==> config.mk <==
export PLATFORM = sky130hd
export DESIGN_NAME = flow_shop_makespan
export DESIGN_NICKNAME = d
export VERILOG_FILES = /design/src/fsmk_pkg.sv /design/src/flow_shop_makespan.sv /design/src/fsmk_cell.sv /design/src/fsmk_fifo.sv
export SDC_FILE = /design/constraint.sdc
export NUM_CORES = 2
export LEC_CHECK = 0
export BUFFER_PORTS_ARGS = -buffer_cell sky130_fd_sc_hd__buf_4
export CAP_MARGIN = 0
export CORE_MARGIN = 2
export CORE_UTILIZATION = 51
export CTS_CLUSTER_DIAMETER = 150
export DETAILED_ROUTE_END_ITERATION = 6
export GPL_ROUTABILITY_DRIVEN = 0
export PLACE_DENSITY = 0.66
export SLEW_MARGIN = 5
export SYNTH_ARGS = -nofsm -noshare
export SYNTH_HDL_FRONTEND = slang
export SYNTH_SLANG_ARGS = --single-unit
==> constraint.sdc <==
create_clock -name clk -period 6.5 [get_ports clk]
set_input_delay 0 -clock clk [delete_from_list [all_inputs] [get_ports clk]]
set_output_delay 0 -clock clk [all_outputs]
set_load 0.03 [all_outputs]
==> src/fsmk_pkg.sv <==
// shared types and constants of the flow shop makespan block
`timescale 1ns / 1ps
package fsmk_pkg;

	localparam int MAX_JOBS     = 32;
	localparam int JOB_BITS     = 5;
	localparam int MAX_MACHINES = 8;
	localparam int MACH_BITS    = 3;
	localparam int MCNT_BITS    = 4;
	localparam int TIME_BITS    = 8;
	localparam int FINISH_BITS  = 16;
	localparam int CHAIN_LAT    = 2 * MAX_MACHINES;
	localparam int FIFO_DEPTH   = 32;
	localparam int PTR_BITS     = 5;
	localparam int CNT_BITS     = 6;
	localparam int PADDR_BITS   = 3;

	localparam logic OP_WRITE = 1'b0;
	localparam logic OP_SCHED = 1'b1;

	localparam logic [MCNT_BITS-1:0] MCNT_RESET = 4'd8;

	typedef struct packed {
		logic                   valid;
		logic                   op;
		logic [JOB_BITS-1:0]    job;
		logic [MACH_BITS-1:0]   mach;
		logic [TIME_BITS-1:0]   ptime;
		logic                   last;
		logic [FINISH_BITS-1:0] prev;
	} beat_t;

	typedef struct packed {
		logic                   is_last;
		logic [FINISH_BITS-1:0] finish;
	} result_t;

endpackage

==> src/flow_shop_makespan.sv <==
// top level of the permutation flow shop makespan evaluator
`timescale 1ns / 1ps
// Evaluates the makespan of a job permutation. Beats with operation 0 load one processing time
// (job, machine, time) into the table; beats with operation 1 schedule the next job and each
// return one result beat with the finish time on the last machine in use, is_makespan copying
// last_job. The row of finish times clears after a final job. A row of eight machine cells,
// each holding its own finish time and its own column of the time table, passes every beat
// along as a wavefront, so one beat is taken every cycle while in_ready is high; a schedule
// beat reaches the result queue through two register stages per cell (table read, then
// max-and-add). in_ready drops only when 32 schedule beats are in the row or waiting in the
// 32-entry result queue, which sets the sustained rate to one beat per cycle while the output
// side keeps taking results. machine_count is written over the APB port at address 0 and is
// clamped to 1..8; cells beyond the count pass the upstream finish time through unchanged.
module flow_shop_makespan (
	input  logic                               clk,
	input  logic                               arst_n,
	// config port
	input  logic                               psel,
	input  logic                               penable,
	input  logic                               pwrite,
	input  logic [fsmk_pkg::PADDR_BITS-1:0]    paddr,
	input  logic [31:0]                        pwdata,
	output logic [31:0]                        prdata,
	output logic                               pready,
	// input channel
	input  logic                               in_valid,
	output logic                               in_ready,
	input  logic                               operation,
	input  logic [fsmk_pkg::JOB_BITS-1:0]      job_index,
	input  logic [fsmk_pkg::MACH_BITS-1:0]     machine_index,
	input  logic [fsmk_pkg::TIME_BITS-1:0]     proc_time,
	input  logic                               last_job,
	// output channel
	output logic                               out_valid,
	input  logic                               out_ready,
	output logic [fsmk_pkg::FINISH_BITS-1:0]   completion_time,
	output logic                               is_makespan
);

	// machine count register
	logic [fsmk_pkg::MCNT_BITS-1:0] mcount_q;
	logic [fsmk_pkg::MCNT_BITS-1:0] mcount_eff;
	logic                           cfg_we;

	assign pready = 1'b1;
	assign cfg_we = psel && penable && pwrite && pready && (paddr[2] == 1'b0);

	always_ff @(posedge clk or negedge arst_n) begin
		if (!arst_n) begin
			mcount_q <= fsmk_pkg::MCNT_RESET;
		end else if (cfg_we) begin
			mcount_q <= pwdata[fsmk_pkg::MCNT_BITS-1:0];
		end
	end

	assign prdata = (paddr[2] == 1'b0) ? {{(32 - fsmk_pkg::MCNT_BITS){1'b0}}, mcount_q} : '0;

	// zero acts as one machine, anything above the row length as the full row
	always_comb begin
		priority if (mcount_q == '0) begin
			mcount_eff = fsmk_pkg::MCNT_BITS'(1);
		end else if (mcount_q > fsmk_pkg::MCNT_BITS'(fsmk_pkg::MAX_MACHINES)) begin
			mcount_eff = fsmk_pkg::MCNT_BITS'(fsmk_pkg::MAX_MACHINES);
		end else begin
			mcount_eff = mcount_q;
		end
	end

	// credits: schedule beats in the row plus results waiting in the queue
	logic [fsmk_pkg::CNT_BITS-1:0] credit_q;
	logic                          in_acc;
	logic                          sched_acc;
	logic                          out_acc;

	assign in_ready  = credit_q < fsmk_pkg::CNT_BITS'(fsmk_pkg::FIFO_DEPTH);
	assign in_acc    = in_valid && in_ready;
	assign sched_acc = in_acc && operation == fsmk_pkg::OP_SCHED;
	assign out_acc   = out_valid && out_ready;

	always_ff @(posedge clk or negedge arst_n) begin
		if (!arst_n) begin
			credit_q <= '0;
		end else begin
			unique case ({sched_acc, out_acc})
				2'b10:   credit_q <= credit_q + 1'b1;
				2'b01:   credit_q <= credit_q - 1'b1;
				default: credit_q <= credit_q;
			endcase
		end
	end

	// the cell row; the wavefront starts with an upstream finish of zero
	fsmk_pkg::beat_t chain [fsmk_pkg::MAX_MACHINES + 1];

	always_comb begin
		chain[0].valid = in_acc;
		chain[0].op    = operation;
		chain[0].job   = job_index;
		chain[0].mach  = machine_index;
		chain[0].ptime = proc_time;
		chain[0].last  = last_job;
		chain[0].prev  = '0;
	end

	for (genvar k = 0; k < fsmk_pkg::MAX_MACHINES; k++) begin : g_cell
		fsmk_cell u_cell (
			.clk      (clk),
			.arst_n   (arst_n),
			.mach_id  (fsmk_pkg::MACH_BITS'(k)),
			.active   (fsmk_pkg::MCNT_BITS'(k) < mcount_eff),
			.in_beat  (chain[k]),
			.out_beat (chain[k+1])
		);
	end

	// result queue
	logic              res_push;
	fsmk_pkg::result_t res_in;
	fsmk_pkg::result_t res_head;

	assign res_push       = chain[fsmk_pkg::MAX_MACHINES].valid &&
		chain[fsmk_pkg::MAX_MACHINES].op == fsmk_pkg::OP_SCHED;
	assign res_in.is_last = chain[fsmk_pkg::MAX_MACHINES].last;
	assign res_in.finish  = chain[fsmk_pkg::MAX_MACHINES].prev;

	fsmk_fifo u_fifo (
		.clk       (clk),
		.arst_n    (arst_n),
		.push      (res_push),
		.push_data (res_in),
		.pop       (out_acc),
		.not_empty (out_valid),
		.head      (res_head)
	);

	assign completion_time = res_head.finish;
	assign is_makespan     = res_head.is_last;

	// credits never exceed the queue depth
	a_credit_bound: assert property (@(posedge clk) disable iff (!arst_n)
		credit_q <= fsmk_pkg::CNT_BITS'(fsmk_pkg::FIFO_DEPTH))
		else $error("credit count above queue depth");

	// a waiting result always holds a credit
	a_out_credit: assert property (@(posedge clk) disable iff (!arst_n)
		out_valid |-> credit_q != '0)
		else $error("result shown without credit");

	// a schedule beat reaches the queue after the fixed row latency
	a_row_latency: assert property (@(posedge clk) disable iff (!arst_n)
		sched_acc |-> ##(fsmk_pkg::CHAIN_LAT) res_push)
		else $error("schedule beat lost in the cell row");

	// results only leave the row for schedule beats that were counted
	a_push_credit: assert property (@(posedge clk) disable iff (!arst_n)
		res_push |-> credit_q != '0)
		else $error("result pushed without credit");

endmodule

==> src/fsmk_cell.sv <==
// one machine cell of the systolic finish-time row
`timescale 1ns / 1ps
module fsmk_cell (
	input  logic                            clk,
	input  logic                            arst_n,
	input  logic [fsmk_pkg::MACH_BITS-1:0]  mach_id,
	input  logic                            active,
	input  fsmk_pkg::beat_t                 in_beat,
	output fsmk_pkg::beat_t                 out_beat
);

	// this machine's column of the time table
	logic [fsmk_pkg::TIME_BITS-1:0] times_q [fsmk_pkg::MAX_JOBS];

	fsmk_pkg::beat_t                   beat_s1;
	logic [fsmk_pkg::TIME_BITS-1:0]    rd_s1;
	logic [fsmk_pkg::FINISH_BITS-1:0]  finish_q;
	fsmk_pkg::beat_t                   beat_s2;

	logic [fsmk_pkg::FINISH_BITS-1:0]  base;
	logic [fsmk_pkg::FINISH_BITS:0]    sum;
	logic [fsmk_pkg::FINISH_BITS-1:0]  done;
	logic                              sched_s1;

	// stage 1: table read, local table write
	always_ff @(posedge clk) begin
		if (in_beat.valid) begin
			rd_s1 <= times_q[in_beat.job];
			if (in_beat.op == fsmk_pkg::OP_WRITE && in_beat.mach == mach_id) begin
				times_q[in_beat.job] <= in_beat.ptime;
			end
		end
	end

	// only the valid bit is reset, the payload just follows along
	always_ff @(posedge clk or negedge arst_n) begin
		if (!arst_n) begin
			beat_s1.valid <= 1'b0;
		end else begin
			beat_s1.valid <= in_beat.valid;
			beat_s1.op    <= in_beat.op;
			beat_s1.job   <= in_beat.job;
			beat_s1.mach  <= in_beat.mach;
			beat_s1.ptime <= in_beat.ptime;
			beat_s1.last  <= in_beat.last;
			beat_s1.prev  <= in_beat.prev;
		end
	end

	// stage 2: max of own and upstream finish, saturating add
	assign sched_s1 = beat_s1.valid && beat_s1.op == fsmk_pkg::OP_SCHED;
	assign base     = (beat_s1.prev > finish_q) ? beat_s1.prev : finish_q;
	assign sum      = {1'b0, base} + {{(fsmk_pkg::FINISH_BITS + 1 - fsmk_pkg::TIME_BITS){1'b0}},
		rd_s1};
	assign done     = sum[fsmk_pkg::FINISH_BITS] ? '1 : sum[fsmk_pkg::FINISH_BITS-1:0];

	always_ff @(posedge clk or negedge arst_n) begin
		if (!arst_n) begin
			finish_q      <= '0;
			beat_s2.valid <= 1'b0;
		end else begin
			beat_s2.valid <= beat_s1.valid;
			beat_s2.op    <= beat_s1.op;
			beat_s2.job   <= beat_s1.job;
			beat_s2.mach  <= beat_s1.mach;
			beat_s2.ptime <= beat_s1.ptime;
			beat_s2.last  <= beat_s1.last;
			beat_s2.prev  <= (sched_s1 && active) ? done : beat_s1.prev;
			if (sched_s1) begin
				if (beat_s1.last) begin
					finish_q <= '0;
				end else if (active) begin
					finish_q <= done;
				end
			end
		end
	end

	assign out_beat = beat_s2;

endmodule

==> src/fsmk_fifo.sv <==
// result queue at the end of the cell row
`timescale 1ns / 1ps
module fsmk_fifo (
	input  logic                clk,
	input  logic                arst_n,
	input  logic                push,
	input  fsmk_pkg::result_t   push_data,
	input  logic                pop,
	output logic                not_empty,
	output fsmk_pkg::result_t   head
);

	fsmk_pkg::result_t                mem_q [fsmk_pkg::FIFO_DEPTH];
	logic [fsmk_pkg::PTR_BITS-1:0]    wr_ptr_q;
	logic [fsmk_pkg::PTR_BITS-1:0]    rd_ptr_q;
	logic [fsmk_pkg::CNT_BITS-1:0]    count_q;

	always_ff @(posedge clk) begin
		if (push) begin
			mem_q[wr_ptr_q] <= push_data;
		end
	end

	always_ff @(posedge clk or negedge arst_n) begin
		if (!arst_n) begin
			wr_ptr_q <= '0;
			rd_ptr_q <= '0;
			count_q  <= '0;
		end else begin
			if (push) begin
				wr_ptr_q <= wr_ptr_q + 1'b1;
			end
			if (pop) begin
				rd_ptr_q <= rd_ptr_q + 1'b1;
			end
			unique case ({push, pop})
				2'b10:   count_q <= count_q + 1'b1;
				2'b01:   count_q <= count_q - 1'b1;
				default: count_q <= count_q;
			endcase
		end
	end

	assign not_empty = count_q != '0;
	assign head      = mem_q[rd_ptr_q];

endmodule
==> impl_metrics.env <==
export IMPL_syn_area_sq_um=133000
export IMPL_cp_cell_sequence="ha_1, a21o_1, a21o_1, a21oi_1, o211ai_1, o21ai_2, buf_4, mux2_2, ha_1, nor3_1, nor2_1, o21a_1, nand3_1, mux2i_1, nor2_1, a21oi_1"
export IMPL_synth_cell_types=80
export IMPL_yosysSeqAreaShare=0.7437
export IMPL_grt_overflow=0
export IMPL_drtAntennaViolNets=0
export IMPL_grt_pass1_wl_mm=423.0
export IMPL_route_vias_total=66590
export IMPL_skew_ns=0.08576
export IMPL_cpMaxStageDelayCell="mux2i_1"
export IMPL_syn_area_per_cell_sq_um=18.65
export IMPL_post_cts_buffers=0
export IMPL_critPathMaxFanout=17
export IMPL_track_usage=0.2099
export IMPL_max_freq_mhz=185.6
export IMPL_critPathLaunch="g_cell[3].u_cell.beat_s1[13]$_DFFE_PP_"
export IMPL_hold_path_class="in -> reg"
export IMPL_cts_sinks=3322
export IMPL_r2r_end="g_cell[3].u_cell.out_beat[6]$_DFFE_PP_"
export IMPL_cts_clk_slew_worst_paths_ns=0.06
export IMPL_rsz0062_at_grt="no"
export IMPL_port_buffers=52
export IMPL_fin_crit_sh=0.8288
export IMPL_die_area_sq_um=264900
export IMPL_cp_required_ns=7.25
export IMPL_reg2reg_from="g_cell[3].u_cell.beat_s1[13]$_DFFE_PP_"
export IMPL_setup_violations=0
export IMPL_yosys_cell_count_top_type="edfxtp_1"
export IMPL_die_w_um=514.7
export IMPL_reg2regPathDepth=16
export IMPL_cts_buffers=351
export IMPL_synth_area_leaders="edfxtp_1 71%, mux4_2 12%, dfrtp_1 3.2%, ha_1 1.8%, nor2_1 1.6%"
export IMPL_synth_seq_cells=3322
export IMPL_area_growth_pct=11.94
export IMPL_yosys_warnings=0
export IMPL_drc_errors=0
export IMPL_fin_setup_tns_ns=0
export IMPL_crit_path_start_kind="flip-flop"
export IMPL_synth_edf_count=3152
export IMPL_maxCapViolations=0
export IMPL_synthFlopType="edfxtp_1"
export IMPL_share_comb_of_total_power=0.156
export IMPL_post_route_min_period_ns=5.387
export IMPL_cts_path_max_buffers=4
export IMPL_wl_per_cell_um=25.17
export IMPL_wl_mm=278.1
export IMPL_drive_above_1_share=0.1922
export IMPL_antenna_found_initial=3
export IMPL_ff2ff_setup_slack_ns=1.11
export IMPL_cellLeakagePower_nw=48.49
export IMPL_tritoncts="yes"
export IMPL_cts_root_buffer="clkbuf_16"
export IMPL_hold_viol_final=0
export IMPL_start_util=0.5126
export IMPL_cts_htree_levels=5
export IMPL_drt_iter0_drc=6423
export IMPL_max_stage_delay_ns=0.78
export IMPL_ios=112
export IMPL_dieHeight_um=514.7
export IMPL_tightestPinTransition_ns=1.431
export IMPL_internal_power_w=0.03938
export IMPL_pwr_share_clk=0.362
export IMPL_power_switching_w=0.01357
export IMPL_slew_viol_final=0
export IMPL_grt_pass1_vias=67390
export IMPL_dpl_instance_area_sq_um=137400
export IMPL_endpoint="g_cell[3].u_cell.out_beat[6]$_DFFE_PP_"
export IMPL_hpwlAfterDp_mm=165.6
export IMPL_yosys_area_top_type_share=0.7117
export IMPL_num_nets_final=7649
export IMPL_maxSlewHeadroom=0.03836
export IMPL_yosysTopAreaCell="edfxtp_1"
export IMPL_postLayoutCellArea_sq_um=148900
export IMPL_fp_row_count=187
export IMPL_power_frac_seq=0.482
export IMPL_path_class="reg -> reg"
export IMPL_cts_resized=0
export IMPL_grt_max_degree=168
export IMPL_pwr_density_cell_nw_per_um2=355.7
export IMPL_syn_inst=7132
export IMPL_p_sw_frac=0.2563
export IMPL_dr_pass1_iters=6
export IMPL_status="finished clean"
export IMPL_ir_drop_uv=449.4
export IMPL_end_kind="flip-flop"
export IMPL_async_reset_ff_frac=0.05117
export IMPL_synthTopCellsByCount="3152 x edfxtp_1, 683 x mux4_2, 550 x nor2_1"
export IMPL_core_area_sq_um=259500
export IMPL_viasPerCell=6.027
export IMPL_clock_latency_ns=0.95
export IMPL_cp_arrival_ns=6.14
## area by class of cell
cell class / instances / area [sq um]
well taps: 3402 / 4257
multi-input cells: 3327 / 32270
repair buffers: 214 / 1837
clock inverters: 136 / 1323
fillers: 19020 / 110600
flip-flops and latches: 3322 / 98920
inverters: 171 / 641.9
diodes: 3 / 7.507
clock buffers: 474 / 9624
## worst max-delay path, delay by kind of cell, from the launching register on
family          cells  cell delay, ns
simple gates        4            0.81
fa+ha+maj           2            0.67
flops               1            0.51
buf+inv             1            0.32
compound gates      7            1.74
mux                 2            1.15
## cell families (layout without fill, tap and decap cells)
family / Yosys count / after routing / synth area share
flip-flops: 3322 / 3322 / 0.7437
AND/OR/NAND/NOR: 1327 / 1327 / 0.04727
AO/OA/AOI/OAI: 856 / 856 / 0.04144
multiplexers: 792 / 792 / 0.1245
buffers and inverters: 510 / 995 / 0.01559
adder cells (fa/ha/maj): 202 / 202 / 0.01957
XOR/XNOR: 121 / 121 / 0.007968
other: 2 / 32 / 0.00005647
## power groups by stage
stage          registers, W  logic (W)  clock network, W
4_1_cts              0.0256    0.00829            0.0195
6_report             0.0255    0.00824            0.0192
3_5_place_dp         0.0260    0.00821                 0
5_1_grt              0.0257    0.00906            0.0203
3_3_place_gp         0.0259    0.00806                 0
2_1_floorplan        0.0254    0.00626                 0
## placed cells by master (no fill, tap or decap), types with 54 or more instances in the layout
| cell type | count |
|---|---|
| a21oi_1 | 168 |
| a22oi_1 | 261 |
| buf_4 | 152 |
| clkbuf_1 | 93 |
| clkbuf_16 | 358 |
| dfrtp_1 | 165 |
| dlygate4sd3_1 | 54 |
| edfxtp_1 | 3152 |
| ha_1 | 192 |
| inv_1 | 170 |
| mux2_2 | 60 |
| mux4_2 | 683 |
| nand2_1 | 285 |
| nand3_1 | 75 |
| nand4_1 | 103 |
| nor2_1 | 515 |
| o21ai_0 | 210 |
| xnor2_1 | 92 |
## routing by layer
metal | wire (um) | global-route usage | up-vias | share of wire
met4 | 6792 | 0.05572 | 4 | 0.024
met5 | 23 | 0 | - | 0.000083
met2 | 138200 | 0.3437 | 2206 | 0.50
met1 | 117100 | 0.2981 | 34720 | 0.42
li1 | - | - | 29180 | -
met3 | 15960 | 0.03006 | 480 | 0.057
## timing repair
item | in CTS | in global routing
endpoints found under the setup margin | 0 | 0
hold endpoints to repair | 798 | 0
hold buffers | 54 | 0
## registers in the layout, summed over array words and instances (netlist names)
name / flops
g_cell.u_cell.beat_s1: 248
g_cell.u_cell.out_beat: 264
g_cell.u_cell.rd_s1: 64
mcount_q: 4
u_fifo.count_q: 6
u_fifo.mem_q: 544
u_fifo.wr_ptr_q: 5
u_fifo.rd_ptr_q: 5
g_cell.u_cell.times_q: 2048
g_cell.u_cell.finish_q: 128
credit_q: 6
## worst min-delay path by stage
stage,depth (start not counted),start,slack (ns),endpoint
global placement,1,arst_n,0.12,g_cell[2].u_cell.finish_q[12]$_DFFE_PN0P_
detailed placement,1,arst_n,0.13,g_cell[2].u_cell.finish_q[9]$_DFFE_PN0P_
global route,2,proc_time[3],0.03,g_cell[0].u_cell.times_q[0][3]$_DFFE_PP_
floorplan,0,arst_n,-0.30,credit_q[0]$_DFFE_PN0P_
finish,2,proc_time[3],0.05,g_cell[0].u_cell.times_q[2][3]$_DFFE_PP_
CTS,2,proc_time[3],0.004,g_cell[0].u_cell.times_q[30][3]$_DFFE_PP_
## stage by stage
stage | std cells | setup slack [ns] | hold slack [ns] | utilization | power [W]
finish | 11050 | 1.113 | 0.05499 | 0.5738 | 0.05295
floorplan | 7159 | 1.667 | -0.2956 | - | 0.03163
global route | 11050 | 0.7392 | 0.02713 | 0.5737 | 0.05508
detailed placement | 10380 | 1.209 | 0.1305 | 0.5294 | 0.03421
CTS | 11050 | 1.148 | 0.004126 | 0.5737 | 0.05337
global placement | 10380 | 1.222 | 0.1180 | 0.5294 | 0.03401
Power figures use the tool's default switching activity.
